==> src/rtl/awm_pkg.sv <==
`timescale 1ns / 1ps
// Shared types and constants for the anagram window matcher.
// No dependencies; awm_hist, the top level and the testbench import this package.
package awm_pkg;

   localparam int ALPHABET            = 26;
   localparam int LETTER_W            = 5;
   localparam int REQ_TYPE_W          = 2;
   localparam int HELD_W              = 7;
   localparam int DEFAULT_MAX_PATTERN = 64;

   // Request codes
   localparam logic [REQ_TYPE_W-1:0] REQ_CLEAR   = 2'd0;
   localparam logic [REQ_TYPE_W-1:0] REQ_PATTERN = 2'd1;
   localparam logic [REQ_TYPE_W-1:0] REQ_TEXT    = 2'd2;

   typedef struct packed {
      logic [REQ_TYPE_W-1:0] req_type;
      logic [LETTER_W-1:0]   letter;
   } awm_req_type;

   typedef struct packed {
      logic              window_match;
      logic              found;
      logic              pattern_overflow;
      logic [HELD_W-1:0] letters_held;
   } awm_rsp_type;

   // Histogram update commands for one item
   typedef struct packed {
      logic                clear_all;
      logic                pat_add;
      logic                win_empty;
      logic                win_add;
      logic                win_drop;
      logic [LETTER_W-1:0] add_letter;
      logic [LETTER_W-1:0] drop_letter;
   } hist_ctl_type;

endpackage

==> src/rtl/awm_ram.sv <==
`timescale 1ns / 1ps
// Generic single-write, single-read RAM with registered read data.
// No dependencies.
module awm_ram #(
   parameter int WIDTH = 8,
   parameter int DEPTH = 64,
   localparam int AW   = (DEPTH > 1) ? $clog2(DEPTH) : 1
) (
   input  logic             clock,
   input  logic             wr_en,
   input  logic [AW-1:0]    wr_addr,
   input  logic [WIDTH-1:0] wr_data,
   input  logic [AW-1:0]    rd_addr,
   output logic [WIDTH-1:0] rd_data
);

   logic [WIDTH-1:0] mem_ff [DEPTH];
   logic [WIDTH-1:0] rd_data_ff;

   always_ff @(posedge clock) begin
      if (wr_en) begin
         mem_ff[wr_addr] <= wr_data;
      end
      rd_data_ff <= mem_ff[rd_addr];
   end

   assign rd_data = rd_data_ff;

endmodule

==> src/rtl/awm_hist.sv <==
`timescale 1ns / 1ps
// Pattern and window letter histograms, one counter pair per letter.
// Depends on awm_pkg for the alphabet size and the update command struct.
module awm_hist #(
   parameter int CW = 7
) (
   input  logic                 clock,
   input  logic                 reset,
   input  awm_pkg::hist_ctl_type ctl,
   output logic                 all_eq_next
);

   import awm_pkg::*;

   logic [CW-1:0]       pat_ff [ALPHABET];
   logic [CW-1:0]       pat_in [ALPHABET];
   logic [CW-1:0]       win_ff [ALPHABET];
   logic [CW-1:0]       win_in [ALPHABET];
   logic [ALPHABET-1:0] inc;
   logic [ALPHABET-1:0] dec;
   logic [ALPHABET-1:0] eq;

   for (genvar k = 0; k < ALPHABET; k++) begin : g_letter
      assign inc[k] = ctl.win_add && (ctl.add_letter == LETTER_W'(k));
      // never take a count below zero
      assign dec[k] = ctl.win_drop && (ctl.drop_letter == LETTER_W'(k)) &&
                      (win_ff[k] != '0);

      always_comb begin
         pat_in[k] = pat_ff[k];
         if (ctl.clear_all) begin
            pat_in[k] = '0;
         end else if (ctl.pat_add && (ctl.add_letter == LETTER_W'(k))) begin
            pat_in[k] = pat_ff[k] + CW'(1);
         end

         win_in[k] = win_ff[k];
         if (ctl.clear_all || ctl.win_empty) begin
            win_in[k] = '0;
         end else if (inc[k] && !dec[k]) begin
            win_in[k] = win_ff[k] + CW'(1);
         end else if (dec[k] && !inc[k]) begin
            win_in[k] = win_ff[k] - CW'(1);
         end
      end

      assign eq[k] = (win_in[k] == pat_in[k]);

      always_ff @(posedge clock) begin
         if (reset) begin
            pat_ff[k] <= '0;
            win_ff[k] <= '0;
         end else begin
            pat_ff[k] <= pat_in[k];
            win_ff[k] <= win_in[k];
         end
      end
   end

   assign all_eq_next = &eq;

endmodule

==> src/rtl/anagram_window_matcher_top.sv <==
`timescale 1ns / 1ps
// Anagram window matcher: reports when the last text letters form a
// permutation of the pattern. Depends on awm_pkg, awm_hist and awm_ram.
//
//   channel | direction | handshake            | payload
//   req     | in        | req_valid/req_stall  | awm_req_type (req_type, letter)
//   rsp     | out       | rsp_valid/rsp_stall  | awm_rsp_type (match, flags, held)
//
// One item per cycle sustained while rsp is not stalled; an item's result passes the
// input register, then the result register, before it is offered on rsp.
// The window ring is a RAM read ahead at the next oldest slot (oldest_in),
// with a bypass when that slot is written in the same cycle.
// Synchronous reset empties both pipeline registers and zeroes all counts.
// A stalled result holds; the input register still takes an item while it is empty.
module anagram_window_matcher_top #(
   parameter int MAX_PATTERN = awm_pkg::DEFAULT_MAX_PATTERN
) (
   input  logic                clock,
   input  logic                reset,
   input  logic                req_valid,
   output logic                req_stall,
   input  awm_pkg::awm_req_type req_data,
   output logic                rsp_valid,
   input  logic                rsp_stall,
   output awm_pkg::awm_rsp_type rsp_data
);

   import awm_pkg::*;

   localparam int LW = $clog2(MAX_PATTERN + 1);
   localparam int AW = (MAX_PATTERN > 1) ? $clog2(MAX_PATTERN) : 1;

   logic          s1_valid_ff;
   awm_req_type   s1_ff;
   logic          s1_go;
   logic          rsp_valid_ff;
   awm_rsp_type   rsp_ff;
   awm_rsp_type   rsp_in;

   logic [LW-1:0] len_ff, len_in;
   logic [LW-1:0] fill_ff, fill_in;
   logic [AW-1:0] oldest_ff, oldest_in;
   logic          found_ff, found_in;
   logic          overflow_ff, overflow_in;

   logic          letter_ok;
   logic          text_live;
   logic          window_match;
   logic          all_eq_next;
   hist_ctl_type  ctl;

   logic                wr_en;
   logic [AW-1:0]       wr_addr;
   logic [LETTER_W-1:0] ram_rd_data;
   logic                byp_valid_ff;
   logic [LETTER_W-1:0] byp_data_ff;
   logic [LETTER_W-1:0] evicted;

   // Pipeline control
   assign s1_go     = s1_valid_ff && (!rsp_valid_ff || !rsp_stall);
   assign req_stall = s1_valid_ff && !s1_go;

   always_ff @(posedge clock) begin
      if (reset) begin
         s1_valid_ff <= 1'b0;
      end else if (!req_stall) begin
         s1_valid_ff <= req_valid;
      end
      if (req_valid && !req_stall) begin
         s1_ff <= req_data;
      end
   end

   assign letter_ok = (s1_ff.letter < LETTER_W'(ALPHABET));
   assign evicted   = byp_valid_ff ? byp_data_ff : ram_rd_data;

   always_comb begin
      len_in          = len_ff;
      fill_in         = fill_ff;
      oldest_in       = oldest_ff;
      overflow_in     = overflow_ff;
      ctl             = '0;
      ctl.add_letter  = s1_ff.letter;
      ctl.drop_letter = evicted;
      wr_en           = 1'b0;
      wr_addr         = oldest_ff;
      text_live       = 1'b0;
      if (s1_go) begin
         case (s1_ff.req_type)
            REQ_CLEAR: begin
               ctl.clear_all = 1'b1;
               len_in        = '0;
               fill_in       = '0;
               oldest_in     = '0;
               overflow_in   = 1'b0;
            end
            REQ_PATTERN: begin
               if (letter_ok) begin
                  if (len_ff >= LW'(MAX_PATTERN)) begin
                     overflow_in = 1'b1;
                  end else begin
                     len_in      = len_ff + LW'(1);
                     ctl.pat_add = 1'b1;
                  end
                  ctl.win_empty = 1'b1;
                  fill_in       = '0;
                  oldest_in     = '0;
               end
            end
            REQ_TEXT: begin
               if (letter_ok) begin
                  text_live = 1'b1;
                  if (len_ff != '0) begin
                     wr_en       = 1'b1;
                     ctl.win_add = 1'b1;
                     if (fill_ff == len_ff) begin
                        // window full: replace the oldest letter, advance the ring
                        ctl.win_drop = 1'b1;
                        wr_addr      = oldest_ff;
                        if (LW'(oldest_ff) + LW'(1) == len_ff) begin
                           oldest_in = '0;
                        end else begin
                           oldest_in = oldest_ff + AW'(1);
                        end
                     end else begin
                        wr_addr = fill_ff[AW-1:0];
                        fill_in = fill_ff + LW'(1);
                     end
                  end
               end
            end
            default: begin
            end
         endcase
      end
   end

   // An empty pattern matches every in-range text letter
   assign window_match = text_live &&
                         ((len_ff == '0) || (all_eq_next && (fill_in == len_ff)));

   always_comb begin
      found_in = found_ff;
      if (ctl.clear_all || ctl.win_empty) begin
         found_in = 1'b0;
      end else if (window_match) begin
         found_in = 1'b1;
      end
   end

   always_comb begin
      rsp_in.window_match     = window_match;
      rsp_in.found            = found_in;
      rsp_in.pattern_overflow = overflow_in;
      rsp_in.letters_held     = HELD_W'(fill_in);
   end

   always_ff @(posedge clock) begin
      if (reset) begin
         len_ff       <= '0;
         fill_ff      <= '0;
         oldest_ff    <= '0;
         found_ff     <= 1'b0;
         overflow_ff  <= 1'b0;
         byp_valid_ff <= 1'b0;
         rsp_valid_ff <= 1'b0;
      end else begin
         len_ff       <= len_in;
         fill_ff      <= fill_in;
         oldest_ff    <= oldest_in;
         found_ff     <= found_in;
         overflow_ff  <= overflow_in;
         // forward a letter written to the slot being prefetched
         byp_valid_ff <= wr_en && (wr_addr == oldest_in);
         if (!rsp_valid_ff || !rsp_stall) begin
            rsp_valid_ff <= s1_valid_ff;
         end
      end
      byp_data_ff <= s1_ff.letter;
      if (s1_go) begin
         rsp_ff <= rsp_in;
      end
   end

   assign rsp_valid = rsp_valid_ff;
   assign rsp_data  = rsp_ff;

   awm_hist #(
      .CW (LW)
   ) u_hist (
      .clock       (clock),
      .reset       (reset),
      .ctl         (ctl),
      .all_eq_next (all_eq_next)
   );

   awm_ram #(
      .WIDTH (LETTER_W),
      .DEPTH (MAX_PATTERN)
   ) u_ring (
      .clock   (clock),
      .wr_en   (wr_en),
      .wr_addr (wr_addr),
      .wr_data (s1_ff.letter),
      .rd_addr (oldest_in),
      .rd_data (ram_rd_data)
   );

`ifndef SYNTHESIS
   a_fill_le_len: assert property (@(posedge clock) disable iff (reset)
      fill_ff <= len_ff)
      else $error("window holds more letters than the pattern");

   a_oldest_in_range: assert property (@(posedge clock) disable iff (reset)
      (oldest_ff == '0) || (LW'(oldest_ff) < len_ff))
      else $error("oldest slot beyond pattern length");

   a_oldest_needs_full: assert property (@(posedge clock) disable iff (reset)
      (oldest_ff != '0) |-> (fill_ff == len_ff))
      else $error("ring advanced before window filled");

   a_overflow_sticky: assert property (@(posedge clock) disable iff (reset)
      (overflow_ff && !ctl.clear_all) |=> overflow_ff)
      else $error("overflow flag dropped without clear");

   a_match_sets_found: assert property (@(posedge clock) disable iff (reset)
      (rsp_valid_ff && rsp_ff.window_match) |-> rsp_ff.found)
      else $error("match reported without found flag");
`endif

endmodule

==> config.mk <==
export PLATFORM = sky130hd
export DESIGN_NAME = anagram_window_matcher_top
export DESIGN_NICKNAME = d
export VERILOG_FILES = /design/src/rtl/awm_pkg.sv /design/src/rtl/awm_ram.sv /design/src/rtl/awm_hist.sv /design/src/rtl/anagram_window_matcher_top.sv
export SDC_FILE = /design/constraint.sdc
export NUM_CORES = 2
export LEC_CHECK = 0
export ABC_AREA = 1
export BUFFER_PORTS_ARGS = -buffer_cell sky130_fd_sc_hd__clkbuf_2
export CAP_MARGIN = 20
export CELL_PAD_IN_SITES_DETAIL_PLACEMENT = 1
export CELL_PAD_IN_SITES_GLOBAL_PLACEMENT = 1
export CORE_MARGIN = 1.5
export CORE_UTILIZATION = 33
export DETAILED_ROUTE_END_ITERATION = 10
export GPL_ROUTABILITY_DRIVEN = 1
export PLACE_DENSITY = 0.67
export SETUP_SLACK_MARGIN = 0.3
export SYNTH_ARGS = -nofsm -noshare
export SYNTH_HDL_FRONTEND = slang
export SYNTH_HIERARCHICAL = 1
export SYNTH_SLANG_ARGS = --single-unit
==> constraint.sdc <==
create_clock -name clock -period 5.81 [get_ports clock]
set_input_delay 0.2905 -clock clock [delete_from_list [all_inputs] [get_ports clock]]
set_output_delay 0.2905 -clock clock [all_outputs]
set_load 0.005 [all_outputs]
==> impl_metrics.json <==
{
  "hold_viol_final": 0,
  "syn_area_um2": 46000,
  "use_met1": 0.278,
  "cts_root_buffer": "clkbuf_16",
  "drive_gt1_frac": 0.0517,
  "power_frac_comb": 0.034,
  "dp_hpwl_mm": 108,
  "power_mw": 11.6,
  "clk_pin_slew_worst_paths_ns": 0.06,
  "max_freq_mhz": 198,
  "synth_warnings": 6,
  "p_leak_nw": 24.3,
  "skew_ns": 0.0519,
  "cpMostUsedCell": "nand2_1",
  "use_met3": 0.0224,
  "cp.buffers_inverters": 7,
  "grt_util_met2": 0.366,
  "ir_drop_mv": 0.231,
  "ctsHtreeMaxLevel": 3,
  "first_pass_iters": 5,
  "arrival_ns": 5.66,
  "synth_nets": 7037,
  "num_io_pins": 23,
  "cp.depth": 36,
  "cp-start-kind": "flop",
  "synthTopCellsByArea": "edfxtp_1, nand2_1, dfxtp_1, nand3_1, nor2_1",
  "synth-edff-count": 337,
  "grt_use_total": 0.211,
  "slew_viol_final": 0,
  "async_reset_ff_frac": 0,
  "antenna_cells": 0,
  "yosys_most_used_dff": "dfxtp_1",
  "ys_types": 53,
  "cpPeakStageDelay_ns": 0.46,
  "status": "completed",
  "p_sw_frac": 0.240,
  "wirelength_mm": 150,
  "synth_top_cell_area_share": 0.220,
  "p_int_mw": 8.83,
  "syn_area_per_cell_um2": 6.65,
  "synth_area_leader_cell": "edfxtp_1",
  "cts_sinks": 736,
  "fin_crit_sh": 0.868,
  "grt_max_degree": 175,
  "drc": 0,
  "max_cap_violations": 0,
  "synth-seq-cells": 736,
  "period_minus_slack_ns": 5.04,
  "top_usage_layer": "met2",
  "cts_inserted_buffers": 91,
  "slew_headroom": 0.283,
  "crit_fanout": 9,
  "cp-end-kind": "flop",
  "cp_slowest_cell": "dfxtp_1",
  "initial_core_util": 0.334,
  "seqPwrFrac": 0.468,
  "cts_tree": "done",
  "vias": 44600,
  "fin_nets": 7045,
  "die_width_um": 376,
  "holdWs_ns": 0.259,
  "insertion_delay_ns": 0.75,
  "portBuffers": 22,
  "netlist_instances": 6920,
  "rows": 136,
  "placeableCoreArea_um2": 138000,
  "worstHoldPathType": "input port to flop",
  "yosysSeqAreaShare": 0.394,
  "rsz0062_at_grt": "false",
  "finalSetupViolations": 0,
  "nFillCells": 17600,
  "worst_pin_slew_ns": 1.08,
  "powerDensity_nw_per_um2": 225,
  "synth_common_cells": "nand2_1, nand3_1, nor2_1",
  "worstRegToRegCells": 36,
  "die-area_um2": 142000,
  "grt_overflow_total": 0,
  "avgViaCountPerCell": 5.06,
  "gp_congestion": 0.857,
  "synth.most_common_cell": "nand2_1",
  "cp_data_required_time_ns": 6.43,
  "grt_pass1_vias": 45600,
  "clk_path_buf_depth": 3,
  "antenna_found_initial": 0,
  "drtIter0Drc": 2293,
  "ant_nets": 0,
  "critical_path_class": "flop to flop",
  "clock_power_share": 0.498,
  "syn_to_final_growth_pct": 12.0,
  "p_switching_mw": 2.78,
  "grt_pass1_wl_mm": 244,
  "die_y_um": 376,
  "hold_depth": 2,
  "routedWlPerCell_um": 17.1,
  "cp_top_family": "simple AND/OR/NAND/NOR gates"
}
## placed cells by master, fill, tap and decap left out, types with 33 or more instances in the layout
cell | netlist | final
nor2_1 | 931 | 904
a21oi_1 | 81 | 80
clkbuf_16 | 0 | 91
nor2_2 | 16 | 33
o21ai_0 | 128 | 128
xor2_1 | 122 | 122
nand4_1 | 188 | 188
nand3_1 | 981 | 979
ha_1 | 106 | 106
nand2_1 | 2335 | 2327
inv_1 | 783 | 783
buf_4 | 12 | 66
edfxtp_1 | 337 | 337
nor3_1 | 91 | 89
nand3b_1 | 45 | 45
xnor2_1 | 39 | 39
dfxtp_1 | 399 | 399
## kinds of logic (layout without fill, tap and decap cells)
| family | Yosys count | count (layout) | synth area share |
|---|---|---|---|
| AO/OA/AOI/OAI | 267 | 267 | 0.0310 |
| XOR/XNOR | 162 | 162 | 0.0310 |
| adder cells (fa/ha/maj) | 106 | 106 | 0.0288 |
| buffers and inverters | 1006 | 1091 | 0.0865 |
| flip-flops | 736 | 736 | 0.394 |
| multiplexers | 5 | 5 | 0.00122 |
| AND/OR/NAND/NOR | 4638 | 4638 | 0.428 |
## through the flow
| step | setup WS (ns) | std cells | setup TNS (ns) | area (um^2) | util |
|---|---|---|---|---|---|
| 3_3_place_gp | -0.105 | 8614 | -0.163 | 48200 | 0.349 |
| 2_1_floorplan | 1.60 | 6920 | 0 | 46000 | - |
| 5_1_grt | 0.284 | 8799 | 0 | 51500 | 0.374 |
| 6_report | 0.767 | 8799 | 0 | 51500 | 0.374 |
| 4_1_cts | 0.304 | 8795 | 0 | 51300 | 0.372 |
| 3_5_place_dp | -0.263 | 8614 | -0.614 | 48200 | 0.349 |
## power by group through the flow
stage	Clock [mW]	Combinational [mW]	Sequential, mW
floorplan	0	0.201	5.56
global placement	0	0.378	5.55
detailed placement	0	0.385	5.55
CTS	5.98	0.393	5.43
global route	6.15	0.426	5.43
finish	5.78	0.390	5.44
## sequential cells by signal, indices dropped and copies added, names as in the netlist, 2 cells and up
signal and count:
u_ring/rd_data 5, ctl 5, u_ring/mem_ff 320, s1_ff 2, len_ff 7, byp_data_ff 5, u_hist/win_ff 182, rsp_data 10
fill_ff 7, oldest_ff 6, u_hist/pat_ff 182
## layer usage
metal  part of all wire  vias to the layer above
li1                   -                    22200
met1               0.47                    21600
met2               0.48                      566
met3              0.034                      160
met4              0.021                        0
met5                  0                        -
## path summary, 6_finish.rpt
path	start	end	slack, ns
setup / recovery	len_ff[1]	rsp_data[8]	0.77
hold / removal	req_data[2]	ctl[7]	0.26
setup reg to reg	len_ff[1]	rsp_data[8]	0.77
hold reg to reg	s1_valid_ff	rsp_valid	0.50
## final cells by class
cell class / instances / area, um^2 / area share
Clock buffer: 123 / 2510 / 0.0487
Clock inverter: 47 / 524 / 0.0102
Inverter: 810 / 3050 / 0.0592
Multi-Input combinational cell: 5178 / 24100 / 0.468
Sequential cell: 736 / 18100 / 0.352
Tap cell: 1794 / 2240 / 0.0436
Timing Repair Buffer: 111 / 966 / 0.0188
## repair_timing
item,4_1_cts,5_1_grt
pin swaps,0,2
setup buffers,0,4
cloned,0,0
resized for setup,9,37
hold buffers,11,0
endpoints found under the setup margin,3,3
hold endpoints to repair,58,0
(Power assumes the default switching activity.)
